[src/rtl/core/drum_voice_sine_noise_synth_macros.svh]
// ----------------------------------------------------------------------------
// Drum voice assertion macros
// Implication checks on the rising clock, held off while reset is asserted.
// ----------------------------------------------------------------------------
`ifndef DRUM_VOICE_SINE_NOISE_SYNTH_MACROS_SVH
`define DRUM_VOICE_SINE_NOISE_SYNTH_MACROS_SVH

`ifndef SYNTHESIS
// Same-cycle implication.
`define DVS_ASSERT_IMP(name, clk, rst_n, ante, cons) \
    name: assert property (@(posedge clk) disable iff (!rst_n) (ante) |-> (cons)) \
        else $error("drum voice check failed");
// Next-cycle implication.
`define DVS_ASSERT_NXT(name, clk, rst_n, ante, cons) \
    name: assert property (@(posedge clk) disable iff (!rst_n) (ante) |=> (cons)) \
        else $error("drum voice check failed");
`else
`define DVS_ASSERT_IMP(name, clk, rst_n, ante, cons)
`define DVS_ASSERT_NXT(name, clk, rst_n, ante, cons)
`endif

`endif

[src/rtl/core/dvs_pkg.sv]
`timescale 1ns / 1ps
// ----------------------------------------------------------------------------
// Drum voice package
// Shared widths, codes, fixed-point constants and controller/datapath types.
// ----------------------------------------------------------------------------
package dvs_pkg;

    localparam int NOISE_W  = 16;
    localparam int SAMPLE_W = 24;
    localparam int CFG_IDX_W = 2;
    localparam int CFG_DATA_W = 32;
    localparam int CORD_W   = 34;
    localparam int ATAN_LEN = 24;
    localparam int IDX_W    = 5;

    // Register indexes
    localparam logic [CFG_IDX_W-1:0] CFG_DRUM_KIND  = 2'd0;
    localparam logic [CFG_IDX_W-1:0] CFG_AMPLITUDE  = 2'd1;
    localparam logic [CFG_IDX_W-1:0] CFG_PHASE_STEP = 2'd2;

    localparam logic [1:0]  DRUM_KIND_RST  = 2'd1;
    localparam logic [15:0] AMPLITUDE_RST  = 16'd1536;
    localparam logic [31:0] PHASE_STEP_RST = 32'd42852282;

    // Kit codes
    localparam logic [1:0] KIT_NONE = 2'd0;
    localparam logic [1:0] KIT_KICK = 2'd1;
    localparam logic [1:0] KIT_TOM1 = 2'd2;
    localparam logic [1:0] KIT_TOM2 = 2'd3;

    // Note kinds
    localparam logic NOTE_START = 1'b0;
    localparam logic NOTE_TICK  = 1'b1;

    localparam logic signed [CORD_W-1:0] GAIN_START = 34'sd652032874;
    localparam logic signed [CORD_W-1:0] QTURN      = 34'sd1073741824;
    localparam logic signed [CORD_W-1:0] HTURN      = 34'sd2147483648;
    localparam logic signed [47:0] RES_A1 = 48'sd2119870719;
    localparam logic signed [47:0] RES_A2 = 48'sd1063031249;
    localparam logic signed [24:0] RES_A  = 25'sd13434475;
    localparam logic signed [24:0] C005   = 25'sd3277;
    localparam logic signed [24:0] C02    = 25'sd13107;

    // Arctangent of 2^-i in 2^-32 turns
    function automatic logic signed [CORD_W-1:0] atan_turn(input logic [IDX_W-1:0] i);
        logic signed [CORD_W-1:0] r;
        begin
            unique case (i)
                5'd0:    r = 34'sd536870912;
                5'd1:    r = 34'sd316933406;
                5'd2:    r = 34'sd167458907;
                5'd3:    r = 34'sd85005780;
                5'd4:    r = 34'sd42667331;
                5'd5:    r = 34'sd21354465;
                5'd6:    r = 34'sd10679838;
                5'd7:    r = 34'sd5340245;
                5'd8:    r = 34'sd2670163;
                5'd9:    r = 34'sd1335087;
                5'd10:   r = 34'sd667544;
                5'd11:   r = 34'sd333772;
                5'd12:   r = 34'sd166886;
                5'd13:   r = 34'sd83443;
                5'd14:   r = 34'sd41722;
                5'd15:   r = 34'sd20861;
                5'd16:   r = 34'sd10430;
                5'd17:   r = 34'sd5215;
                5'd18:   r = 34'sd2608;
                5'd19:   r = 34'sd1304;
                5'd20:   r = 34'sd652;
                5'd21:   r = 34'sd326;
                5'd22:   r = 34'sd163;
                5'd23:   r = 34'sd81;
                default: r = '0;
            endcase
            return r;
        end
    endfunction

    typedef enum logic [4:0] {
        OP_IDLE,
        OP_CLR_PHASE,
        OP_ADV,
        OP_LOAD_TURN,
        OP_LOAD_TURN2,
        OP_LOAD_NOISE,
        OP_CSTEP,
        OP_MUL_AS,
        OP_ACC26,
        OP_ACC27,
        OP_MUL_C005P,
        OP_ACC42,
        OP_MUL_RA,
        OP_ACC_RA,
        OP_MUL_RA1,
        OP_ADD_ACC,
        OP_MUL_RA2,
        OP_SUB_ACC,
        OP_RES_UPD,
        OP_MUL_RC02,
        OP_MUL_RC005,
        OP_ACC16,
        OP_EMIT
    } dp_op_t;

    typedef struct packed {
        dp_op_t           op;
        logic [IDX_W-1:0] idx;
    } dp_cmd_t;

    typedef struct packed {
        logic [1:0] kit;
        logic       out_free;
    } dp_stat_t;

endpackage

[src/rtl/core/dvs_if.sv]
`timescale 1ns / 1ps
// ----------------------------------------------------------------------------
// Drum voice channels
// Note request, audio sample and register write channels.
// ----------------------------------------------------------------------------
interface dvs_note_if import dvs_pkg::*; ();
    logic               valid;
    logic               ready;
    logic               kind;
    logic [NOISE_W-1:0] noise_draw;
    modport source(output valid, kind, noise_draw, input ready);
    modport sink(input valid, kind, noise_draw, output ready);
endinterface

interface dvs_audio_if import dvs_pkg::*; ();
    logic                       valid;
    logic                       ready;
    logic signed [SAMPLE_W-1:0] sample;
    modport source(output valid, sample, input ready);
    modport sink(input valid, sample, output ready);
endinterface

interface dvs_cfg_if import dvs_pkg::*; ();
    logic                  valid;
    logic                  ready;
    logic [CFG_IDX_W-1:0]  index;
    logic [CFG_DATA_W-1:0] data;
    modport source(output valid, index, data, input ready);
    modport sink(input valid, index, data, output ready);
endinterface

[src/rtl/core/dvs_ctrl.sv]
`timescale 1ns / 1ps
// ----------------------------------------------------------------------------
// Drum voice controller
// Sequences phase update, CORDIC passes, multiplies and sample emit.
// ----------------------------------------------------------------------------
module dvs_ctrl
    import dvs_pkg::*;
#(
    parameter int CORDIC_STEPS = 16
)
(
    input  logic     clk,
    input  logic     rst_n,
    input  logic     note_valid,
    input  logic     note_kind,
    output logic     note_ready,
    input  dp_stat_t stat,
    output dp_cmd_t  cmd
);

    typedef enum logic [22:0] {
        S_IDLE    = 23'h000001,
        S_LOAD_T  = 23'h000002,
        S_STEP_T  = 23'h000004,
        S_MUL_AS  = 23'h000008,
        S_ACC_AS  = 23'h000010,
        S_MUL_C5  = 23'h000020,
        S_ACC_C5  = 23'h000040,
        S_LOAD_T2 = 23'h000080,
        S_STEP_T2 = 23'h000100,
        S_MUL_AS2 = 23'h000200,
        S_ACC_AS2 = 23'h000400,
        S_LOAD_N  = 23'h000800,
        S_STEP_N  = 23'h001000,
        S_MUL_RA  = 23'h002000,
        S_ACC_RA  = 23'h004000,
        S_MUL_RA1 = 23'h008000,
        S_ADD_RA1 = 23'h010000,
        S_MUL_RA2 = 23'h020000,
        S_SUB_RA2 = 23'h040000,
        S_RES_UPD = 23'h080000,
        S_MUL_RC  = 23'h100000,
        S_ACC_RC  = 23'h200000,
        S_FIN     = 23'h400000
    } state_t;

    localparam logic [IDX_W-1:0] LAST_STEP = IDX_W'(CORDIC_STEPS - 1);

    state_t           state_reg, state_next;
    logic [IDX_W-1:0] cnt_reg, cnt_next;
    logic             last_step;

    assign last_step  = (cnt_reg == LAST_STEP);
    assign note_ready = (state_reg == S_IDLE);

    always_comb
    begin
        state_next = state_reg;
        cnt_next   = cnt_reg;
        cmd.op     = OP_IDLE;
        cmd.idx    = cnt_reg;
        unique case (state_reg)
            S_IDLE:
            begin
                if (note_valid)
                begin
                    if (note_kind == NOTE_TICK)
                    begin
                        cmd.op     = OP_ADV;
                        state_next = S_LOAD_T;
                    end
                    else
                    begin
                        cmd.op = OP_CLR_PHASE;
                    end
                end
            end
            S_LOAD_T:
            begin
                cmd.op     = OP_LOAD_TURN;
                cnt_next   = '0;
                state_next = S_STEP_T;
            end
            S_STEP_T:
            begin
                cmd.op   = OP_CSTEP;
                cnt_next = cnt_reg + 1'b1;
                if (last_step)
                    state_next = (stat.kit == KIT_NONE) ? S_FIN : S_MUL_AS;
            end
            S_MUL_AS:
            begin
                cmd.op     = OP_MUL_AS;
                state_next = (stat.kit == KIT_TOM1) ? S_MUL_C5 : S_ACC_AS;
            end
            S_ACC_AS:
            begin
                cmd.op     = OP_ACC26;
                state_next = (stat.kit == KIT_TOM2) ? S_LOAD_T2 : S_FIN;
            end
            S_MUL_C5:
            begin
                cmd.op     = OP_MUL_C005P;
                state_next = S_ACC_C5;
            end
            S_ACC_C5:
            begin
                cmd.op     = OP_ACC42;
                state_next = S_LOAD_N;
            end
            S_LOAD_T2:
            begin
                cmd.op     = OP_LOAD_TURN2;
                cnt_next   = '0;
                state_next = S_STEP_T2;
            end
            S_STEP_T2:
            begin
                cmd.op   = OP_CSTEP;
                cnt_next = cnt_reg + 1'b1;
                if (last_step)
                    state_next = S_MUL_AS2;
            end
            S_MUL_AS2:
            begin
                cmd.op     = OP_MUL_AS;
                state_next = S_ACC_AS2;
            end
            S_ACC_AS2:
            begin
                cmd.op     = OP_ACC27;
                state_next = S_LOAD_N;
            end
            S_LOAD_N:
            begin
                cmd.op     = OP_LOAD_NOISE;
                cnt_next   = '0;
                state_next = S_STEP_N;
            end
            S_STEP_N:
            begin
                cmd.op   = OP_CSTEP;
                cnt_next = cnt_reg + 1'b1;
                if (last_step)
                    state_next = S_MUL_RA;
            end
            S_MUL_RA:
            begin
                cmd.op     = OP_MUL_RA;
                state_next = S_ACC_RA;
            end
            S_ACC_RA:
            begin
                cmd.op     = OP_ACC_RA;
                state_next = S_MUL_RA1;
            end
            S_MUL_RA1:
            begin
                cmd.op     = OP_MUL_RA1;
                state_next = S_ADD_RA1;
            end
            S_ADD_RA1:
            begin
                cmd.op     = OP_ADD_ACC;
                state_next = S_MUL_RA2;
            end
            S_MUL_RA2:
            begin
                cmd.op     = OP_MUL_RA2;
                state_next = S_SUB_RA2;
            end
            S_SUB_RA2:
            begin
                cmd.op     = OP_SUB_ACC;
                state_next = S_RES_UPD;
            end
            S_RES_UPD:
            begin
                cmd.op     = OP_RES_UPD;
                state_next = S_MUL_RC;
            end
            S_MUL_RC:
            begin
                cmd.op     = (stat.kit == KIT_TOM1) ? OP_MUL_RC02 : OP_MUL_RC005;
                state_next = S_ACC_RC;
            end
            S_ACC_RC:
            begin
                cmd.op     = OP_ACC16;
                state_next = S_FIN;
            end
            S_FIN:
            begin
                if (stat.out_free)
                begin
                    cmd.op     = OP_EMIT;
                    state_next = S_IDLE;
                end
            end
            default:
            begin
                state_next = S_IDLE;
            end
        endcase
    end

    always_ff @(posedge clk or negedge rst_n)
    begin
        if (!rst_n)
        begin
            state_reg <= S_IDLE;
            cnt_reg   <= '0;
        end
        else
        begin
            state_reg <= state_next;
            cnt_reg   <= cnt_next;
        end
    end

endmodule

[src/rtl/core/dvs_datapath.sv]
`timescale 1ns / 1ps
// ----------------------------------------------------------------------------
// Drum voice datapath
// Registers, phase accumulator, CORDIC rotator, shared multiplier, resonator.
// ----------------------------------------------------------------------------
module dvs_datapath
    import dvs_pkg::*;
#(
    parameter int PHASE_BITS = 32
)
(
    input  logic                       clk,
    input  logic                       rst_n,
    input  dp_cmd_t                    cmd,
    output dp_stat_t                   stat,
    input  logic [NOISE_W-1:0]         note_draw,
    input  logic                       cfg_valid,
    input  logic [CFG_IDX_W-1:0]       cfg_index,
    input  logic [CFG_DATA_W-1:0]      cfg_data,
    input  logic                       out_ready,
    output logic                       out_valid,
    output logic signed [SAMPLE_W-1:0] out_sample
);

    localparam int UP_SH = (PHASE_BITS >= 32) ? (PHASE_BITS - 32) : 0;
    localparam int DN_SH = (PHASE_BITS < 32) ? (32 - PHASE_BITS) : 0;
    localparam int WIDE  = PHASE_BITS + 32;

    logic [1:0]                 drum_kind_reg;
    logic [15:0]                amplitude_reg;
    logic [31:0]                phase_step_reg;
    logic [PHASE_BITS-1:0]      phase_reg;
    logic signed [SAMPLE_W-1:0] res_last_reg, res_prev_reg;
    logic                       out_valid_reg;

    logic [NOISE_W-1:0]         draw_reg;
    logic signed [CORD_W-1:0]   x_reg, y_reg, z_reg;
    logic                       flip_reg;
    logic signed [63:0]         p_reg, acc_reg;
    logic signed [31:0]         sum_reg;
    logic signed [SAMPLE_W-1:0] sample_reg;

    logic [WIDE-1:0]            step_wide, turn_wide;
    logic [PHASE_BITS-1:0]      step;
    logic [31:0]                turn, turn_sel;
    logic signed [CORD_W-1:0]   z_in, z_fold, x_sh, y_sh, atan_v, s_val, c_val;
    logic                       flip_in;
    logic signed [47:0]         mul_a;
    logic signed [24:0]         mul_b;
    logic signed [72:0]         mul_p;
    logic signed [63:0]         r16, r26, r27, r42, r30;
    logic signed [SAMPLE_W-1:0] res_sat, sum_sat;

    // Align the configured step to the phase width and the phase to 32-bit turns
    assign step_wide = (WIDE'(phase_step_reg) << UP_SH) >> DN_SH;
    assign step      = step_wide[PHASE_BITS-1:0];
    assign turn_wide = (WIDE'(phase_reg) << DN_SH) >> UP_SH;
    assign turn      = turn_wide[31:0];

    always_comb
    begin
        unique case (cmd.op)
            OP_LOAD_TURN2: turn_sel = {turn[30:0], 1'b0};
            OP_LOAD_NOISE: turn_sel = {draw_reg, draw_reg};
            default:       turn_sel = turn;
        endcase
        // Fold into the right half plane
        z_in    = {{(CORD_W-32){turn_sel[31]}}, turn_sel};
        flip_in = 1'b0;
        z_fold  = z_in;
        if (z_in > QTURN)
        begin
            z_fold  = z_in - HTURN;
            flip_in = 1'b1;
        end
        else if (z_in < -QTURN)
        begin
            z_fold  = z_in + HTURN;
            flip_in = 1'b1;
        end
    end

    assign x_sh   = x_reg >>> cmd.idx;
    assign y_sh   = y_reg >>> cmd.idx;
    assign atan_v = atan_turn(cmd.idx);
    assign s_val  = flip_reg ? -y_reg : y_reg;
    assign c_val  = flip_reg ? -x_reg : x_reg;

    // Shared multiplier operand select
    always_comb
    begin
        unique case (cmd.op)
            OP_MUL_AS:
            begin
                mul_a = {{(48-CORD_W){s_val[CORD_W-1]}}, s_val};
                mul_b = {9'd0, amplitude_reg};
            end
            OP_MUL_C005P:
            begin
                mul_a = p_reg[47:0];
                mul_b = C005;
            end
            OP_MUL_RA:
            begin
                mul_a = {{(48-CORD_W){c_val[CORD_W-1]}}, c_val};
                mul_b = RES_A;
            end
            OP_MUL_RA1:
            begin
                mul_a = RES_A1;
                mul_b = {res_last_reg[SAMPLE_W-1], res_last_reg};
            end
            OP_MUL_RA2:
            begin
                mul_a = RES_A2;
                mul_b = {res_prev_reg[SAMPLE_W-1], res_prev_reg};
            end
            OP_MUL_RC02:
            begin
                mul_a = {{(48-SAMPLE_W){res_last_reg[SAMPLE_W-1]}}, res_last_reg};
                mul_b = C02;
            end
            OP_MUL_RC005:
            begin
                mul_a = {{(48-SAMPLE_W){res_last_reg[SAMPLE_W-1]}}, res_last_reg};
                mul_b = C005;
            end
            default:
            begin
                mul_a = '0;
                mul_b = '0;
            end
        endcase
    end

    assign mul_p = mul_a * mul_b;

    // Round half up at each term's binary point
    assign r16 = (p_reg + 64'sd32768) >>> 16;
    assign r26 = (p_reg + 64'sd33554432) >>> 26;
    assign r27 = (p_reg + 64'sd67108864) >>> 27;
    assign r42 = (p_reg + 64'sd2199023255552) >>> 42;
    assign r30 = (acc_reg + 64'sd536870912) >>> 30;

    always_comb
    begin
        if (r30 > 64'sd8388607)
            res_sat = 24'sh7FFFFF;
        else if (r30 < -64'sd8388608)
            res_sat = -24'sh800000;
        else
            res_sat = r30[SAMPLE_W-1:0];
        if (sum_reg > 32'sd8388607)
            sum_sat = 24'sh7FFFFF;
        else if (sum_reg < -32'sd8388608)
            sum_sat = -24'sh800000;
        else
            sum_sat = sum_reg[SAMPLE_W-1:0];
    end

    // Architectural state and configuration
    always_ff @(posedge clk or negedge rst_n)
    begin
        if (!rst_n)
        begin
            drum_kind_reg  <= DRUM_KIND_RST;
            amplitude_reg  <= AMPLITUDE_RST;
            phase_step_reg <= PHASE_STEP_RST;
            phase_reg      <= '0;
            res_last_reg   <= '0;
            res_prev_reg   <= '0;
            out_valid_reg  <= 1'b0;
        end
        else
        begin
            if (cfg_valid)
            begin
                if (cfg_index == CFG_DRUM_KIND)
                    drum_kind_reg <= cfg_data[1:0];
                if (cfg_index == CFG_AMPLITUDE)
                    amplitude_reg <= cfg_data[15:0];
                if (cfg_index == CFG_PHASE_STEP)
                    phase_step_reg <= cfg_data;
            end
            if (cmd.op == OP_CLR_PHASE)
                phase_reg <= '0;
            else if (cmd.op == OP_ADV)
                phase_reg <= phase_reg + step;
            if (cmd.op == OP_RES_UPD)
            begin
                res_prev_reg <= res_last_reg;
                res_last_reg <= res_sat;
            end
            if (cmd.op == OP_EMIT)
                out_valid_reg <= 1'b1;
            else if (out_ready)
                out_valid_reg <= 1'b0;
        end
    end

    // Working registers
    always_ff @(posedge clk)
    begin
        unique case (cmd.op)
            OP_ADV:
            begin
                draw_reg <= note_draw;
                sum_reg  <= '0;
            end
            OP_LOAD_TURN, OP_LOAD_TURN2, OP_LOAD_NOISE:
            begin
                x_reg    <= GAIN_START;
                y_reg    <= '0;
                z_reg    <= z_fold;
                flip_reg <= flip_in;
            end
            OP_CSTEP:
            begin
                if (z_reg >= 0)
                begin
                    x_reg <= x_reg - y_sh;
                    y_reg <= y_reg + x_sh;
                    z_reg <= z_reg - atan_v;
                end
                else
                begin
                    x_reg <= x_reg + y_sh;
                    y_reg <= y_reg - x_sh;
                    z_reg <= z_reg + atan_v;
                end
            end
            OP_MUL_AS, OP_MUL_C005P, OP_MUL_RA, OP_MUL_RA1, OP_MUL_RA2,
            OP_MUL_RC02, OP_MUL_RC005:
            begin
                p_reg <= mul_p[63:0];
            end
            OP_ACC16: sum_reg <= sum_reg + r16[31:0];
            OP_ACC26: sum_reg <= sum_reg + r26[31:0];
            OP_ACC27: sum_reg <= sum_reg + r27[31:0];
            OP_ACC42: sum_reg <= sum_reg + r42[31:0];
            OP_ACC_RA: acc_reg <= p_reg >>> 18;
            OP_ADD_ACC: acc_reg <= acc_reg + p_reg;
            OP_SUB_ACC: acc_reg <= acc_reg - p_reg;
            OP_EMIT: sample_reg <= sum_sat;
            default:
            begin
            end
        endcase
    end

    assign stat.kit      = drum_kind_reg;
    assign stat.out_free = !out_valid_reg || out_ready;
    assign out_valid     = out_valid_reg;
    assign out_sample    = sample_reg;

endmodule

[src/rtl/core/drum_voice_sine_noise_synth.sv]
`timescale 1ns / 1ps
// ----------------------------------------------------------------------------
// Drum voice synthesizer
// Sine oscillator with optional second harmonic and resonated noise.
// ----------------------------------------------------------------------------
//   channel  role    payload
//   note     sink    kind (start/tick), noise_draw
//   audio    source  sample, signed Q11.12, saturated
//   cfg      sink    index, data (drum_kind, amplitude, phase_step)
//
// A start request only clears the phase. A tick makes one CORDIC pass for
// kick, two for tom one (phase, noise) and three for tom two (phase, double
// phase, noise), paced by the single CORDIC rotator stepping once per cycle;
// silent kit makes only the phase pass.
// Reset clears the phase, the resonator and restores register defaults.
// A stalled audio sink holds the finished sample in the output register;
// the next note is still accepted and stalls only when its own sample is due.
// ----------------------------------------------------------------------------
`include "drum_voice_sine_noise_synth_macros.svh"

module drum_voice_sine_noise_synth
    import dvs_pkg::*;
#(
    parameter int PHASE_BITS   = 32,
    parameter int CORDIC_STEPS = 16
)
(
    input  logic       clk,
    input  logic       rst_n,
    dvs_note_if.sink   note,
    dvs_audio_if.source audio,
    dvs_cfg_if.sink    cfg
);

    dp_cmd_t  cmd;
    dp_stat_t stat;

    // Register writes are always taken; send them only while idle, as the block does not enforce it.
    assign cfg.ready = 1'b1;

    // Controller: owns the note handshake and sequences every step.
    dvs_ctrl #(
        .CORDIC_STEPS(CORDIC_STEPS)
    ) u_ctrl (
        .clk       (clk),
        .rst_n     (rst_n),
        .note_valid(note.valid),
        .note_kind (note.kind),
        .note_ready(note.ready),
        .stat      (stat),
        .cmd       (cmd)
    );

    // Datapath: phase, rotator, multiplier, resonator and output register.
    dvs_datapath #(
        .PHASE_BITS(PHASE_BITS)
    ) u_dp (
        .clk       (clk),
        .rst_n     (rst_n),
        .cmd       (cmd),
        .stat      (stat),
        .note_draw (note.noise_draw),
        .cfg_valid (cfg.valid),
        .cfg_index (cfg.index),
        .cfg_data  (cfg.data),
        .out_ready (audio.ready),
        .out_valid (audio.valid),
        .out_sample(audio.sample)
    );

    // A start request never produces a sample.
    `DVS_ASSERT_NXT(a_start_silent, clk, rst_n, note.valid && note.ready && !note.kind, !$rose(audio.valid))
    // A sample appears only as the controller returns to idle.
    `DVS_ASSERT_IMP(a_emit_idle, clk, rst_n, $rose(audio.valid), note.ready)
    // A tick request holds off further requests while it is worked.
    `DVS_ASSERT_NXT(a_tick_busy, clk, rst_n, note.valid && note.ready && note.kind, !note.ready)

endmodule

[src/flat_wrapper.sv]
// flat-port wrapper written by rule: the top's interface ports become plain ports
module drum_voice_sine_noise_synth_flat import dvs_pkg::*;
#(
    parameter int PHASE_BITS   = 32,
    parameter int CORDIC_STEPS = 16
)
  (clk, rst_n, note_valid, note_kind, note_noise_draw, note_ready, audio_valid, audio_sample, audio_ready, cfg_valid, cfg_index, cfg_data, cfg_ready);
  dvs_note_if note_i ();
  dvs_audio_if audio_i ();
  dvs_cfg_if cfg_i ();
  input  logic clk;
  input  logic rst_n;
  input wire logic [$bits(note_i.valid)-1:0] note_valid;
  input wire logic [$bits(note_i.kind)-1:0] note_kind;
  input wire logic [$bits(note_i.noise_draw)-1:0] note_noise_draw;
  output wire logic [$bits(note_i.ready)-1:0] note_ready;
  output wire logic [$bits(audio_i.valid)-1:0] audio_valid;
  output wire logic [$bits(audio_i.sample)-1:0] audio_sample;
  input wire logic [$bits(audio_i.ready)-1:0] audio_ready;
  input wire logic [$bits(cfg_i.valid)-1:0] cfg_valid;
  input wire logic [$bits(cfg_i.index)-1:0] cfg_index;
  input wire logic [$bits(cfg_i.data)-1:0] cfg_data;
  output wire logic [$bits(cfg_i.ready)-1:0] cfg_ready;
  assign note_i.valid = note_valid;
  assign note_i.kind = note_kind;
  assign note_i.noise_draw = note_noise_draw;
  assign note_ready = note_i.ready;
  assign audio_valid = audio_i.valid;
  assign audio_sample = audio_i.sample;
  assign audio_i.ready = audio_ready;
  assign cfg_i.valid = cfg_valid;
  assign cfg_i.index = cfg_index;
  assign cfg_i.data = cfg_data;
  assign cfg_ready = cfg_i.ready;
  drum_voice_sine_noise_synth #(.PHASE_BITS(PHASE_BITS), .CORDIC_STEPS(CORDIC_STEPS)) u_core (.clk(clk), .rst_n(rst_n), .note(note_i), .audio(audio_i), .cfg(cfg_i));
endmodule
[config.mk]
export PLATFORM = sky130hd
export DESIGN_NAME = drum_voice_sine_noise_synth_flat
export DESIGN_NICKNAME = d
export VERILOG_FILES = /design/src/rtl/core/dvs_pkg.sv /design/src/rtl/core/dvs_if.sv /design/src/rtl/core/dvs_ctrl.sv /design/src/rtl/core/dvs_datapath.sv /design/src/rtl/core/drum_voice_sine_noise_synth.sv /design/src/flat_wrapper.sv
export VERILOG_INCLUDE_DIRS = /design/src /design/src/rtl/core
export SDC_FILE = /design/constraint.sdc
export NUM_CORES = 2
export LEC_CHECK = 0
export ABC_CLOCK_PERIOD_IN_PS = 9900
export BUFFER_PORTS_ARGS = -buffer_cell sky130_fd_sc_hd__buf_2
export CORE_ASPECT_RATIO = 0.8
export CORE_MARGIN = 2
export CORE_UTILIZATION = 40
export CTS_CLUSTER_SIZE = 16
export DETAILED_ROUTE_END_ITERATION = 12
export PLACE_DENSITY = 0.68
export SKIP_CTS_REPAIR_TIMING = 1
export SLEW_MARGIN = 20
export SYNTH_ARGS = -nofsm -noshare
export SYNTH_HDL_FRONTEND = slang
export SYNTH_SLANG_ARGS = --single-unit
[constraint.sdc]
create_clock -name clk -period 9.9 [get_ports clk]
set_clock_uncertainty 0.2 [all_clocks]
set_input_delay 1.98 -clock clk [delete_from_list [all_inputs] [get_ports clk]]
set_output_delay 1.98 -clock clk [all_outputs]
set_load 0.01 [all_outputs]
Yosys cells after proc, flatten, opt, wreduce, memory -nomap -nowiden
Memories as Yosys holds them, arrays and structs flattened. Cells that the tools add are included. W data, S select, Z words.

Register bits after elaboration: 462. ROM bits: 960. Bits of input ports: 56. Output and inout port bits: 27. Logic and storage cells: 169. Memories kept: 1.

Add/sub/neg operators: 23. Multiply operators: 1. $lt $le $gt $ge: 7. Eq/ne operators: 56. Shift-type cells: 2. Mux-type cells: 39. Reductions and logical operators: 22.

Memories: (no name shown) (words 32, width 30, read ports 1, clocked after Yosys merged registers in 0, write ports 0, line dvs_pkg.sv:48) `unique case (i)`.

Operators with widths (number): $pmux W23 S22 (1); $pmux W48 S6 (1); $mux W34 (7); $pmux W34 S2 (3); $pmux W64 S3 (1); $mux W23 (8); $add A32 B32 Y32 (5); $pmux W32 S5 (1); $pmux W25 S6 (1); $add A34 B34 Y34 (3); $sub A34 B34 Y34 (3); $pmux W5 S20 (1); $mux W24 (3); $neg A34 Y34 (2); $sshr A34 B5 Y34 (2); $add A64 B31 Y64 const B (1); $add A64 B43 Y64 const B (1); $add A64 B64 Y64 (1); $mul A48 B25 Y64 (1); $mux W32 (2); $pmux W32 S2 (1); $sub A64 B64 Y64 (1); $add A59 B28 Y59 const B (1); $add A58 B27 Y58 const B (1); other kinds (60) (98).

Logic depth before layout (Yosys ltp)
Word-level depth: 10. Gate-level depth with buffers: 39. Depth with buffers taken out: 38.

Modules after synthesis
A second synthesis with hierarchy kept.

Cells, all modules: 9019. Area, all modules: 79342.3 sq um.

By module, submodules not included: dvs_datapath (instances 1, cells an instance 8830, area an instance 77600.7 sq um, seq. area each 12401.9 sq um); dvs_ctrl (instances 1, cells an instance 187, area an instance 1730.4 sq um, seq. area each 701.9 sq um); drum_voice_sine_noise_synth (instances 1, cells an instance 2, area an instance 11.3 sq um, seq. area each 0.0 sq um).

Least setup slack after synthesis
Ideal clock, no wire load.

Path kind: reg2reg. Start point: register u_core.u_dp.x_reg[2]. End point: register u_core.u_dp.p_reg[63] (data pin). Library setup time: 265 ps. Arrival: 9873 ps. Required time: 9435 ps. Setup slack: -439 ps. Stages on the path, launching flop included: 39. Path buffers: 2. Clock period less this slack: 10339 ps. Path through: edfxtp_1 or3_1 nand2b_1 or3_1 nand2b_1 nand2b_1 or2_2 o31ai_1 xnor2_1 nor2_1 a211o_1 buf_2 a21oi_2 buf_2 nor2_1 fa_1 fa_1 fa_1 [... 3 more ...] fa_1 fa_1 inv_1 fa_1 inv_1 ha_1 a21o_1 a21o_1 a21oi_1 nand4_1 a311o_1 nand4_1 a21oi_1 o21ai_0 nor4_1 o32a_1 a221oi_1 xnor2_1.

Cells in the longest elaborated chain, start to end: 4.

Ends and longest elaborated chain: start, declared (line dvs_datapath.sv:37) `logic signed [CORD_W-1:0] x_reg, y_reg, z_reg;`; start signal, assigned (line dvs_datapath.sv:221) `x_reg <= x_reg - y_sh;`; start signal, assigned (line dvs_datapath.sv:227) `x_reg <= x_reg + y_sh;`; $neg A34 Y34 (line dvs_datapath.sv:87) `assign c_val = flip_reg ? -x_reg : x_reg;`; $mux W34 * (line dvs_datapath.sv:87); $pmux W48 S6 * (line dvs_datapath.sv:92) `unique case (cmd.op)`; $mul A48 B25 Y64 * (line dvs_datapath.sv:136) `assign mul_p = mul_a * mul_b;`; via u_core.u_dp.mul_p[63] (line dvs_datapath.sv:50) `logic signed [72:0] mul_p;`; end signal, assigned (line dvs_datapath.sv:235) `p_reg <= mul_p[63:0];`; end, declared (line dvs_datapath.sv:39) `logic signed [63:0] p_reg, acc_reg;`.

The timed path passes the listed nets; every way through them passes the cells marked *. A chain may end at the register's enable or synchronous reset.

Worst setup path after layout
Start point: register u_core.u_dp.y_reg[3]. End point: register u_core.u_dp.p_reg[63] (data pin).

Cells in the longest elaborated chain, start to end: 4.

Ends and longest elaborated chain: start, declared (line dvs_datapath.sv:37); start signal, assigned (line dvs_datapath.sv:222) `y_reg <= y_reg + x_sh;`; start signal, assigned (line dvs_datapath.sv:228) `y_reg <= y_reg - x_sh;`; $neg A34 Y34 (line dvs_datapath.sv:86) `assign s_val = flip_reg ? -y_reg : y_reg;`; $mux W34 * (line dvs_datapath.sv:86); $pmux W48 S6 * (line dvs_datapath.sv:92); $mul A48 B25 Y64 * (line dvs_datapath.sv:136); via u_core.u_dp.mul_p[63] (line dvs_datapath.sv:50).

Marks and branches as above.

==> results.toml <==
[status]
status = "finished, violations left"
violations = "negative setup slack"

[flow_run]
drv_cap = 0

[yosys]
ys.flop_type = "edfxtp_1"
synth_edf_count = 303
synth_top_area_share_pct = 28.1
ys_warn_count = 0
async_flop_share_pct = 34.4
yosysUniqueCellTypes = 105
synthCells = 8654
avgSynthCellArea_um2 = 8.95
syn-cell-area_um2 = 77400
synth.area.top_cells = "fa_1 28%, edfxtp_1 12%, ha_1 6.8%"
ys_ff_latch = 462
synth.yosys.seq_area_share_pct = 16.9
synthTopCellsByCount = "1,253 x inv_1, 1,088 x fa_1, 1,026 x nand2_1"
synth_top_area_cell = "fa_1"
synth_most_common_cell = "inv_1"

[grt]
grt_max_degree = 74
grt_pass1_vias = 67594
grt_pass1_wl_um = 425000
track_usage_pct = 28.5
grt-ovfl-total = 0
antenna_found_initial = 8

[sta]
final-hold-violation-count = 0
drv_slew = 0
rsz0062_at_grt = "true"
worstMarginPinSlew_ns = 1.21
fmax_mhz = 96.0
setup_viol = 20
fin_crit_sh_pct = 105
relSlewSlack_pct = 19.3
post-route-min-period_ns = 10.42
setup_ws_ns = -0.517

[clock_tree]
cts-root-buf = "clkbuf_16"
clk_pin_slew_ns = 0.07
cts_buffer_depth = 3
clk_latency_ns = 0.73
cts_sinks = 462
tritoncts = "done"
numCtsBuffers = 59
cts.htree.levels = 2

[layout]
area_growth_pct = 18.6
final_cells = 11983
drive_above_1_share_pct = 17.7
fin_nets = 10939
utilization_pct = 47.7

[setup_path]
setup.worst_path.start_class = "flip-flop"
critical_path.max_stage_delay_ns = 0.59
cp_num_buf_inv = 7
path_class = "flip-flop to flip-flop"
cp.arrival_ns = 10.64
crit_fanout = 5
crit_top_cell = "fa_1"
r2r_setup_slack_ns = -0.52
critPathTopFamily = "adder cells"
worstReg2RegStart = "u_core.u_dp.y_reg[3]$_SDFFCE_PN0P_"
required_ns = 10.12
startpoint = "u_core.u_dp.y_reg[3]$_SDFFCE_PN0P_"
endpoint_kind = "flip-flop"
slowest_stage = "or4_4"

[route]
drc = 0
vias_per_cell = 5.72
finalWirelength_um = 288000
drtAntennaViolNets = 0
wl_per_cell_um = 24.1
vias = 68595
dr.pass1.iters = 7
drt_iter0_drc = 8100

[die]
rows = 144
die_height_um = 397
io_pins = 83
initial_core_util_pct = 40.2
die_x_um = 496
core_area_um2 = 192000
dieArea_um2 = 197000

[placement]
port_buffers = 81
pre_cts_slack_ns = -1.15
gp_congestion = 1.02
hpwl_um = 233000
dp_cells = 11804

[worst_hold_path]
hp-start = "u_core.u_dp.amplitude_reg[11]$_DFFE_PN0P_"
hold_class = "flip-flop to flip-flop"

[pwr]
p_leak_uw = 0.0423
powerDensity_nw_per_um2 = 139
peakVddDrop_uv = 191
## report_power, final
part	switching [uW]	total, uW	internal, uW	leakage, uW
Sequential	259	2600	2340	0.00484
Clock	997	2370	1370	0.00101
Combinational	4480	7790	3310	0.0364
## kinds of logic (layout without fill, tap and decap cells)
kind of cell / after synthesis / after routing / synth area share, %
DFF: 462 / 462 / 16.9
and+or+nand+nor: 2535 / 2535 / 14.7
muxes: 243 / 243 / 4.88
AOI/OAI and AO/OA: 1627 / 1627 / 13.7
buffers and inverters: 1713 / 2396 / 8.51
other: 2 / 93 / 0.00970
xor gates and xnor gates: 563 / 563 / 6.37
adders and majority gates: 1509 / 1509 / 34.9
## layout by cell type (no fill, tap or decap), drive strengths merged, types with 86 or more instances in the layout
cell type,netlist,final
inv,1257,1260
fa,1088,1088
nand2,1026,1026
buf,86,1019
nor2,790,790
a21oi,419,419
ha,418,418
o21ai,396,396
edfxtp,303,303
xor2,284,284
xnor2,279,279
a21o,173,173
dfrtp,138,138
nand3,123,123
mux2,102,102
o21a,97,97
clkbuf,369,96
conb,2,92
nor3,91,91
nand2b,86,86
mux4,86,86
## layout make-up
class                      count  area, um2
fill                       18112     101000
antenna                        1       2.50
multi-input combinational   6569      59900
timing repair buffer        1027       8850
inverter                    1258       4730
tap                         2555       3200
clock inverter                23        318
clock buffer                  88       1770
sequential                   462      13100
## per-stage QoR
stage	instance area, um2	hold slack, ns	TNS [ns]	power (uW)
global route	91800	0.331	-11.18	13600
finish	91800	0.312	-4.97	12800
floorplan	77900	0.279	-0.0900	8170
global placement	87500	0.289	-18.71	9920
detailed placement	87500	0.294	-19.72	10100
CTS	89600	0.309	-23.30	12500
## metal layers
layer | track usage [%] | part of all wire [%] | up-vias
li1 | - | - | 30014
met1 | 41.6 | 42 | 34426
met2 | 41.2 | 42 | 3687
met3 | 7.60 | 13 | 466
met4 | 7.81 | 3.1 | 2
met5 | 0 | 0.0031 | -
## final timing paths
kind,end,cells after the start
min in group asynchronous,u_core.u_dp.phase_step_reg[20]$_DFFE_PN0P_,1
worst max-delay path,u_core.u_dp.p_reg[63]$_DFFE_PP_,36
worst min-delay path,u_core.u_dp.amplitude_reg[11]$_DFFE_PN0P_,1
worst max register to register,u_core.u_dp.p_reg[63]$_DFFE_PP_,36
worst min register to register,u_core.u_dp.amplitude_reg[11]$_DFFE_PN0P_,1
max in group asynchronous,u_core.u_ctrl.cnt_reg[1]$_DFFE_PN0P_,2
No activity file was read; power rests on OpenSTA's default activity.
